[src/design/wgm_pkg.sv]
// Package with the shared types and constants of the wildcard glob matcher.
package wgm_pkg;

   // Default pattern capacity in bytes.
   localparam int PATTERN_MAX_DEF = 64;

   // Pattern bytes with a special meaning.
   localparam logic [7:0] SYM_STAR = 8'd42;
   localparam logic [7:0] SYM_ANY  = 8'd63;

   // Kind of an input word.
   typedef enum logic [1:0] {
      MODE_CLEAR  = 2'd0,
      MODE_APPEND = 2'd1,
      MODE_TEXT   = 2'd2,
      MODE_END    = 2'd3
   } mode_type;

   // Controls broadcast from the top level to every cell.
   typedef struct packed {
      logic       clear;
      logic       rearm;
      logic       step;
      logic [7:0] symbol;
   } cell_ctrl_type;

endpackage

[src/design/wgm_cell.sv]
// One cell of the matcher chain: a pattern byte and the live bit of its position.
module wgm_cell
   import wgm_pkg::*;
#(
   parameter bit HEAD = 1'b0
) (
   input  logic          clock,
   input  logic          reset,
   input  cell_ctrl_type ctrl,
   input  logic          wr_en,
   input  logic          arm_in,
   input  logic          fwd_in,
   input  logic          skip_in,
   output logic          fwd_out,
   output logic          skip_out,
   output logic          star_new,
   output logic          hit
);

   logic [7:0] sym_ff, sym_in;
   logic       star_ff, star_in;
   logic       any_ff, any_in;
   logic       valid_ff, valid_in;
   logic       live_ff, live_in;
   logic       pre;

   // Pattern byte storage, with its class decoded once when written.
   always_comb begin
      sym_in   = wr_en ? ctrl.symbol : sym_ff;
      star_in  = wr_en ? (ctrl.symbol == SYM_STAR) : star_ff;
      any_in   = wr_en ? (ctrl.symbol == SYM_ANY) : any_ff;
      valid_in = ctrl.clear ? 1'b0 : (wr_en ? 1'b1 : valid_ff);
   end

   // Advance of the live bit: a hit from the left, a star holding itself, or
   // closure across a star on the left; a rearm loads arm_in instead.
   always_comb begin
      pre     = fwd_in || (live_ff && valid_ff && star_ff);
      live_in = live_ff;
      if (ctrl.rearm) begin
         live_in = arm_in;
      end else if (ctrl.step) begin
         live_in = pre || skip_in;
      end
   end

   // Signals handed to the right-hand neighbour and to the result logic.
   assign fwd_out  = live_ff && valid_ff && !star_ff
                     && (any_ff || (sym_ff == ctrl.symbol));
   assign skip_out = pre && valid_ff && star_ff;
   assign star_new = valid_in && star_in;
   assign hit      = live_ff && !valid_ff;

   // Control state.
   always_ff @(posedge clock) begin
      if (reset) begin
         valid_ff <= 1'b0;
         live_ff  <= HEAD;
      end else begin
         valid_ff <= valid_in;
         live_ff  <= live_in;
      end
   end

   // Payload.
   always_ff @(posedge clock) begin
      sym_ff  <= sym_in;
      star_ff <= star_in;
      any_ff  <= any_in;
   end

endmodule

[src/design/wildcard_glob_matcher.sv]
// A result word enters the output register when its end-of-text word is accepted.
// Throughput: one word per cycle, every mode, while req_ready is high; each text byte
// advances the whole row of pattern cells at once, and runs of stars are stored as one.
// Reset: empty pattern, no overflow, only position zero live, no result pending.
// Input stays ready whenever the output register is empty or being emptied.
module wildcard_glob_matcher
   import wgm_pkg::*;
#(
   parameter int PATTERN_MAX = PATTERN_MAX_DEF
) (
   input  logic       clock,
   input  logic       reset,
   input  logic       req_valid,
   output logic       req_ready,
   input  logic [1:0] req_mode,
   input  logic [7:0] req_symbol,
   output logic       rsp_valid,
   input  logic       rsp_ready,
   output logic       rsp_matched,
   output logic       rsp_overflow_error
);

   localparam int LEN_W = $clog2(PATTERN_MAX + 1);

   logic [LEN_W-1:0] raw_len_ff, raw_len_in;
   logic [LEN_W-1:0] stored_len_ff, stored_len_in;
   logic             last_star_ff, last_star_in;
   logic             overflow_ff, overflow_in;
   logic             rsp_valid_ff, rsp_valid_in;
   logic             matched_ff, matched_in;
   logic             ovf_err_ff, ovf_err_in;

   logic             accept;
   mode_type         mode;
   logic             is_star;
   logic             append_ok;
   logic             do_store;
   cell_ctrl_type    ctrl;

   logic [PATTERN_MAX:0] fwd;
   logic [PATTERN_MAX:0] skip;
   logic [PATTERN_MAX:0] star_new;
   logic [PATTERN_MAX:0] hit;

   assign req_ready = !rsp_valid_ff || rsp_ready;
   assign accept    = req_valid && req_ready;
   assign mode      = mode_type'(req_mode);
   assign is_star   = (req_symbol == SYM_STAR);

   // An append within capacity; a star after a star is counted but not stored.
   assign append_ok = accept && (mode == MODE_APPEND) && (raw_len_ff != LEN_W'(PATTERN_MAX));
   assign do_store  = append_ok && !(is_star && last_star_ff);

   // Broadcast controls.
   always_comb begin
      ctrl.clear  = accept && (mode == MODE_CLEAR);
      ctrl.rearm  = accept && (mode != MODE_TEXT);
      ctrl.step   = accept && (mode == MODE_TEXT);
      ctrl.symbol = req_symbol;
   end

   // Pattern bookkeeping.
   always_comb begin
      raw_len_in    = raw_len_ff;
      stored_len_in = stored_len_ff;
      last_star_in  = last_star_ff;
      overflow_in   = overflow_ff;
      if (ctrl.clear) begin
         raw_len_in    = '0;
         stored_len_in = '0;
         last_star_in  = 1'b0;
         overflow_in   = 1'b0;
      end else if (accept && (mode == MODE_APPEND)) begin
         if (append_ok) begin
            raw_len_in   = raw_len_ff + LEN_W'(1);
            last_star_in = is_star;
            if (do_store) begin
               stored_len_in = stored_len_ff + LEN_W'(1);
            end
         end else begin
            overflow_in = 1'b1;
         end
      end
   end

   // Row of cells, one per pattern position plus the final position.
   for (genvar j = 0; j <= PATTERN_MAX; j++) begin : g_cell
      logic wr_en;
      logic arm_in;
      logic fwd_in;
      logic skip_in;

      assign wr_en = do_store && (stored_len_ff == LEN_W'(j));

      if (j == 0) begin : g_head
         assign arm_in  = 1'b1;
         assign fwd_in  = 1'b0;
         assign skip_in = 1'b0;
      end else begin : g_body
         assign arm_in  = (j == 1) ? star_new[0] : 1'b0;
         assign fwd_in  = fwd[j-1];
         assign skip_in = skip[j-1];
      end

      wgm_cell #(
         .HEAD (j == 0)
      ) u_cell (
         .clock    (clock),
         .reset    (reset),
         .ctrl     (ctrl),
         .wr_en    (wr_en),
         .arm_in   (arm_in),
         .fwd_in   (fwd_in),
         .skip_in  (skip_in),
         .fwd_out  (fwd[j]),
         .skip_out (skip[j]),
         .star_new (star_new[j]),
         .hit      (hit[j])
      );
   end

   // Result word register.
   always_comb begin
      rsp_valid_in = rsp_valid_ff;
      matched_in   = matched_ff;
      ovf_err_in   = ovf_err_ff;
      if (accept && (mode == MODE_END)) begin
         rsp_valid_in = 1'b1;
         matched_in   = !overflow_ff && (|hit);
         ovf_err_in   = overflow_ff;
      end else if (rsp_ready) begin
         rsp_valid_in = 1'b0;
      end
   end

   assign rsp_valid          = rsp_valid_ff;
   assign rsp_matched        = matched_ff;
   assign rsp_overflow_error = ovf_err_ff;

   // Control state.
   always_ff @(posedge clock) begin
      if (reset) begin
         raw_len_ff    <= '0;
         stored_len_ff <= '0;
         last_star_ff  <= 1'b0;
         overflow_ff   <= 1'b0;
         rsp_valid_ff  <= 1'b0;
      end else begin
         raw_len_ff    <= raw_len_in;
         stored_len_ff <= stored_len_in;
         last_star_ff  <= last_star_in;
         overflow_ff   <= overflow_in;
         rsp_valid_ff  <= rsp_valid_in;
      end
   end

   // Result payload.
   always_ff @(posedge clock) begin
      matched_ff <= matched_in;
      ovf_err_ff <= ovf_err_in;
   end

endmodule

[config.mk]
export PLATFORM = sky130hd
export DESIGN_NAME = wildcard_glob_matcher
export DESIGN_NICKNAME = d
export VERILOG_FILES = /design/src/design/wgm_pkg.sv /design/src/design/wgm_cell.sv /design/src/design/wildcard_glob_matcher.sv
export SDC_FILE = /design/constraint.sdc
export NUM_CORES = 1
export LEC_CHECK = 0
export ABC_AREA = 1
export ABC_CLOCK_PERIOD_IN_PS = 16350
export BUFFER_PORTS_ARGS = -buffer_cell sky130_fd_sc_hd__buf_4
export CAP_MARGIN = 20
export CORE_MARGIN = 1.5
export CORE_UTILIZATION = 45
export DETAILED_ROUTE_END_ITERATION = 8
export GPL_ROUTABILITY_DRIVEN = 0
export GPL_TIMING_DRIVEN = 0
export SYNTH_ARGS = -nofsm -noshare
export SYNTH_HDL_FRONTEND = slang
export SYNTH_SLANG_ARGS = --single-unit
[constraint.sdc]
create_clock -name clock -period 16.35 [get_ports clock]
set_clock_uncertainty 0.15 [all_clocks]
set_input_delay 0.8175 -clock clock [delete_from_list [all_inputs] [get_ports clock]]
set_output_delay 0.8175 -clock clock [all_outputs]
set_load 0.02 [all_outputs]
==> impl_metrics.env <==
export IMPL_outcome="finished clean"
export IMPL_area_growth_syn_to_layout_pct=12.3
export IMPL_nNetsFinal=3344
export IMPL_io_pin_count=18
export IMPL_overflow=0
export IMPL_relSlewSlack_pct=20.4
export IMPL_worstPathRequired_ns=16.68
export IMPL_end_kind="register"
export IMPL_postCtsSetupBuffers=0
export IMPL_fillers=6645
export IMPL_grt_max_degree=69
export IMPL_viasPerCell=5.16
export IMPL_arrival_ns=4.69
export IMPL_synth_area_top_cells="edfxtp_1 55%, dfxtp_1 8.5%, nand2_1 8.3%"
export IMPL_synth_seq_area_share_pct=63.9
export IMPL_clockRootBuffer="clkbuf_16"
export IMPL_critical_path_class="primary input to register"
export IMPL_ctsLongestPathBuffers=3
export IMPL_routedWlPerCell_um=20.9
export IMPL_drv_cap=0
export IMPL_rows=101
export IMPL_layout_setup_ws_ns=11.98
export IMPL_ys_seq_elements=790
export IMPL_drive_gt1_share_pct=7.81
export IMPL_synth_top_area_share_pct=55.4
export IMPL_antenna_found_initial=0
export IMPL_post_cts_resized=0
export IMPL_synth_fp_nets=3214
export IMPL_dpl_worst_slack_ns=11.36
export IMPL_r2r_slack_ns=13.36
export IMPL_yosysTopAreaCell="edfxtp_1"
export IMPL_whs_ns=0.322
export IMPL_route_detailed_drc=0
export IMPL_die_area_sq_mm=0.0790
export IMPL_synth_cell_types=41
export IMPL_dpl_hpwl_um=61000
export IMPL_cts_tree="built"
export IMPL_setup_viol=0
export IMPL_holdBufCountCts=0
export IMPL_hold_violations=0
export IMPL_drt_iter0_drc=2202
export IMPL_grt_pass1_vias=21800
export IMPL_hold_depth=4
export IMPL_leakage_nw=14.4
export IMPL_path_clk_slew_ns=0.06
export IMPL_setup_tns_final_ns=0
export IMPL_final_max_slew_viol_count=0
export IMPL_final_cells=4422
export IMPL_wl_um=92600
export IMPL_die_h_um=281
export IMPL_core_area_sq_mm=0.0762
export IMPL_power_density_mw_per_mm2=108
export IMPL_clk_latency_ns=0.64
export IMPL_vias=22800
export IMPL_r2r_cells=9
export IMPL_cts_num_sinks=790
export IMPL_yosysWarnings=0
export IMPL_timing_rr_start="raw_len_ff[0]$_SDFFE_PP0P_"
export IMPL_dr_max_layer_used="met4"
export IMPL_grt_pass1_wl_um=137000
export IMPL_whs_endpoint="g_cell[1].u_cell.live_ff$_SDFFE_PP0P_"
export IMPL_wl_met2_um=42700
export IMPL_hp_class="primary input to register"
export IMPL_wl_met1_um=41100
export IMPL_synthCells=3194
export IMPL_ant_nets=0
export IMPL_rsz0062_at_grt="no"
export IMPL_port_buffers=17
export IMPL_timing_final_crit_period_ns=4.37
export IMPL_start_util_pct=45.6
export IMPL_crit_path_start_kind="primary input"
export IMPL_cp_max_fo=68
export IMPL_dieWidth_um=281
export IMPL_stdcell_area_sq_mm=0.0391
export IMPL_track_usage_pct=23.6
export IMPL_synth_cell_area_sq_mm=0.0348
export IMPL_period_share_pct=26.7
export IMPL_numCtsBuffers=85
export IMPL_antenna_cells=0
export IMPL_wl_met3_um=5510
export IMPL_max_vdd_ir_drop_mv=0.0793
export IMPL_reg2reg_to="g_cell[58].u_cell.star_ff$_DFFE_PP_"
export IMPL_fmax_mhz=229
export IMPL_worstMarginPinSlew_ns=1.19
export IMPL_dpl_cell_count=4253
export IMPL_hp_start="reset"
export IMPL_place_area_sq_mm=0.0363
export IMPL_dr_pass1_iters=6
export IMPL_ctsHtreeMaxLevel=3
export IMPL_syn_avg_cell_area_sq_um=10.9
## how the worst max path moves through the flow
stage | start | cells past startpoint | endpoint | slack [ns]
floorplan | req_symbol[6] | 4 | g_cell[0].u_cell.any_ff$_DFFE_PP_ | 10.56
global placement | req_symbol[2] | 5 | g_cell[60].u_cell.any_ff$_DFFE_PP_ | 0.95
detailed placement | req_symbol[2] | 9 | g_cell[60].u_cell.any_ff$_DFFE_PP_ | 11.36
CTS | req_symbol[2] | 9 | g_cell[18].u_cell.any_ff$_DFFE_PP_ | 12.03
global route | req_symbol[2] | 9 | g_cell[18].u_cell.any_ff$_DFFE_PP_ | 11.83
finish | req_symbol[2] | 9 | g_cell[18].u_cell.any_ff$_DFFE_PP_ | 11.98
## worst max-delay path, stage by stage
cell and delay (ns):
buf_4 0.67, buf_4 0.49, clkbuf_1 0.88, nand4_1 0.22, nor4_2 0.61, buf_4 0.30, buf_4 0.20, buf_4 0.21
buf_4 0.20
## power by group
part	internal, mW	total (mW)	switching (mW)
registers	2.17	2.18	0.00578
clock network	1.05	1.82	0.777
logic	0.0647	0.215	0.150
total	3.28	4.22	0.933
## state kept, by name, indices dropped and copies added, names as in the netlist, 7 cells and up
signal,cells
g_cell.u_cell.star_ff,65
stored_len_ff,7
g_cell.u_cell.sym_ff,512
raw_len_ff,7
g_cell.u_cell.any_ff,64
g_cell.u_cell.valid_ff,65
g_cell.u_cell.live_ff,65
## routing by layer
layer  global-route usage [%]  up-vias
met1                     33.0    11200
li1                         -    10800
met3                     2.94      178
met4                     8.39        0
met2                     38.0      718
met5                        0        -
## cells by family (layout without fill, tap and decap cells)
kind of cell,Yosys count,after routing,synth area share (%)
simple gates,1299,1299,15.8
flops,790,790,63.9
xor+xnor,430,430,10.8
buf+inv,418,616,5.14
compound gates,251,251,4.07
fa+ha+maj,6,6,0.216
## cells in the final DEF, fill, tap and decap left out, types with 86 or more instances in the layout
master and instances:
nand2_1 771, edfxtp_1 642, inv_1 312, xnor2_1 308, nor2_1 249, dfxtp_1 148, xor2_1 122, a21oi_1 97
nand3_1 90, clkbuf_16 89, nor3_1 86
## stage by stage
stage | utilization [%] | power (mW)
2_1_floorplan | - | 2.34
3_3_place_gp | 47.5 | 2.43
3_5_place_dp | 47.7 | 2.44
4_1_cts | 51.1 | 4.25
5_1_grt | 51.3 | 4.34
6_report | 51.3 | 4.22
## synth_stat cells
library cell  instances
or2_1                40
nand2_4               1
nand3_2               1
nor2_4               14
nor2_1              249
o21a_1               46
o41ai_1               1
nand3_1              90
clkbuf_1             27
o21ai_1               2
buf_1                 7
buf_4                20
buf_2                23
nor4_1                3
o21ai_0              75
nor3_1               86
a21oi_1              97
ha_1                  6
o211ai_1              1
buf_6                11
inv_1               313
nand4_2               1
dfxtp_1             148
nand4_1              19
buf_12                1
nor3_2               11
edfxtp_1            642
xnor2_1             308
nand2_2               1
nor3b_1               1
nor2_8                1
clkbuf_2              4
nand2_1             771
nor2_2                1
o22ai_1              29
clkbuf_4              2
nand3b_1              2
xor2_1              122
inv_4                 1
or2_2                 7
inv_2                 9
## final cells by class
| class | instances | area (sq um) | area share [%] |
|---|---|---|---|
| buffer | 95 | 572 | 1.46 |
| clock buffer | 120 | 2380 | 6.10 |
| tap | 1030 | 1290 | 3.30 |
| inverter | 323 | 1210 | 3.11 |
| timing repair buffer | 43 | 367 | 0.938 |
| multi-input combinational | 1986 | 10800 | 27.5 |
| sequential | 790 | 22200 | 56.9 |
| clock inverter | 35 | 240 | 0.615 |
No activity file was read; power rests on OpenSTA's default activity.
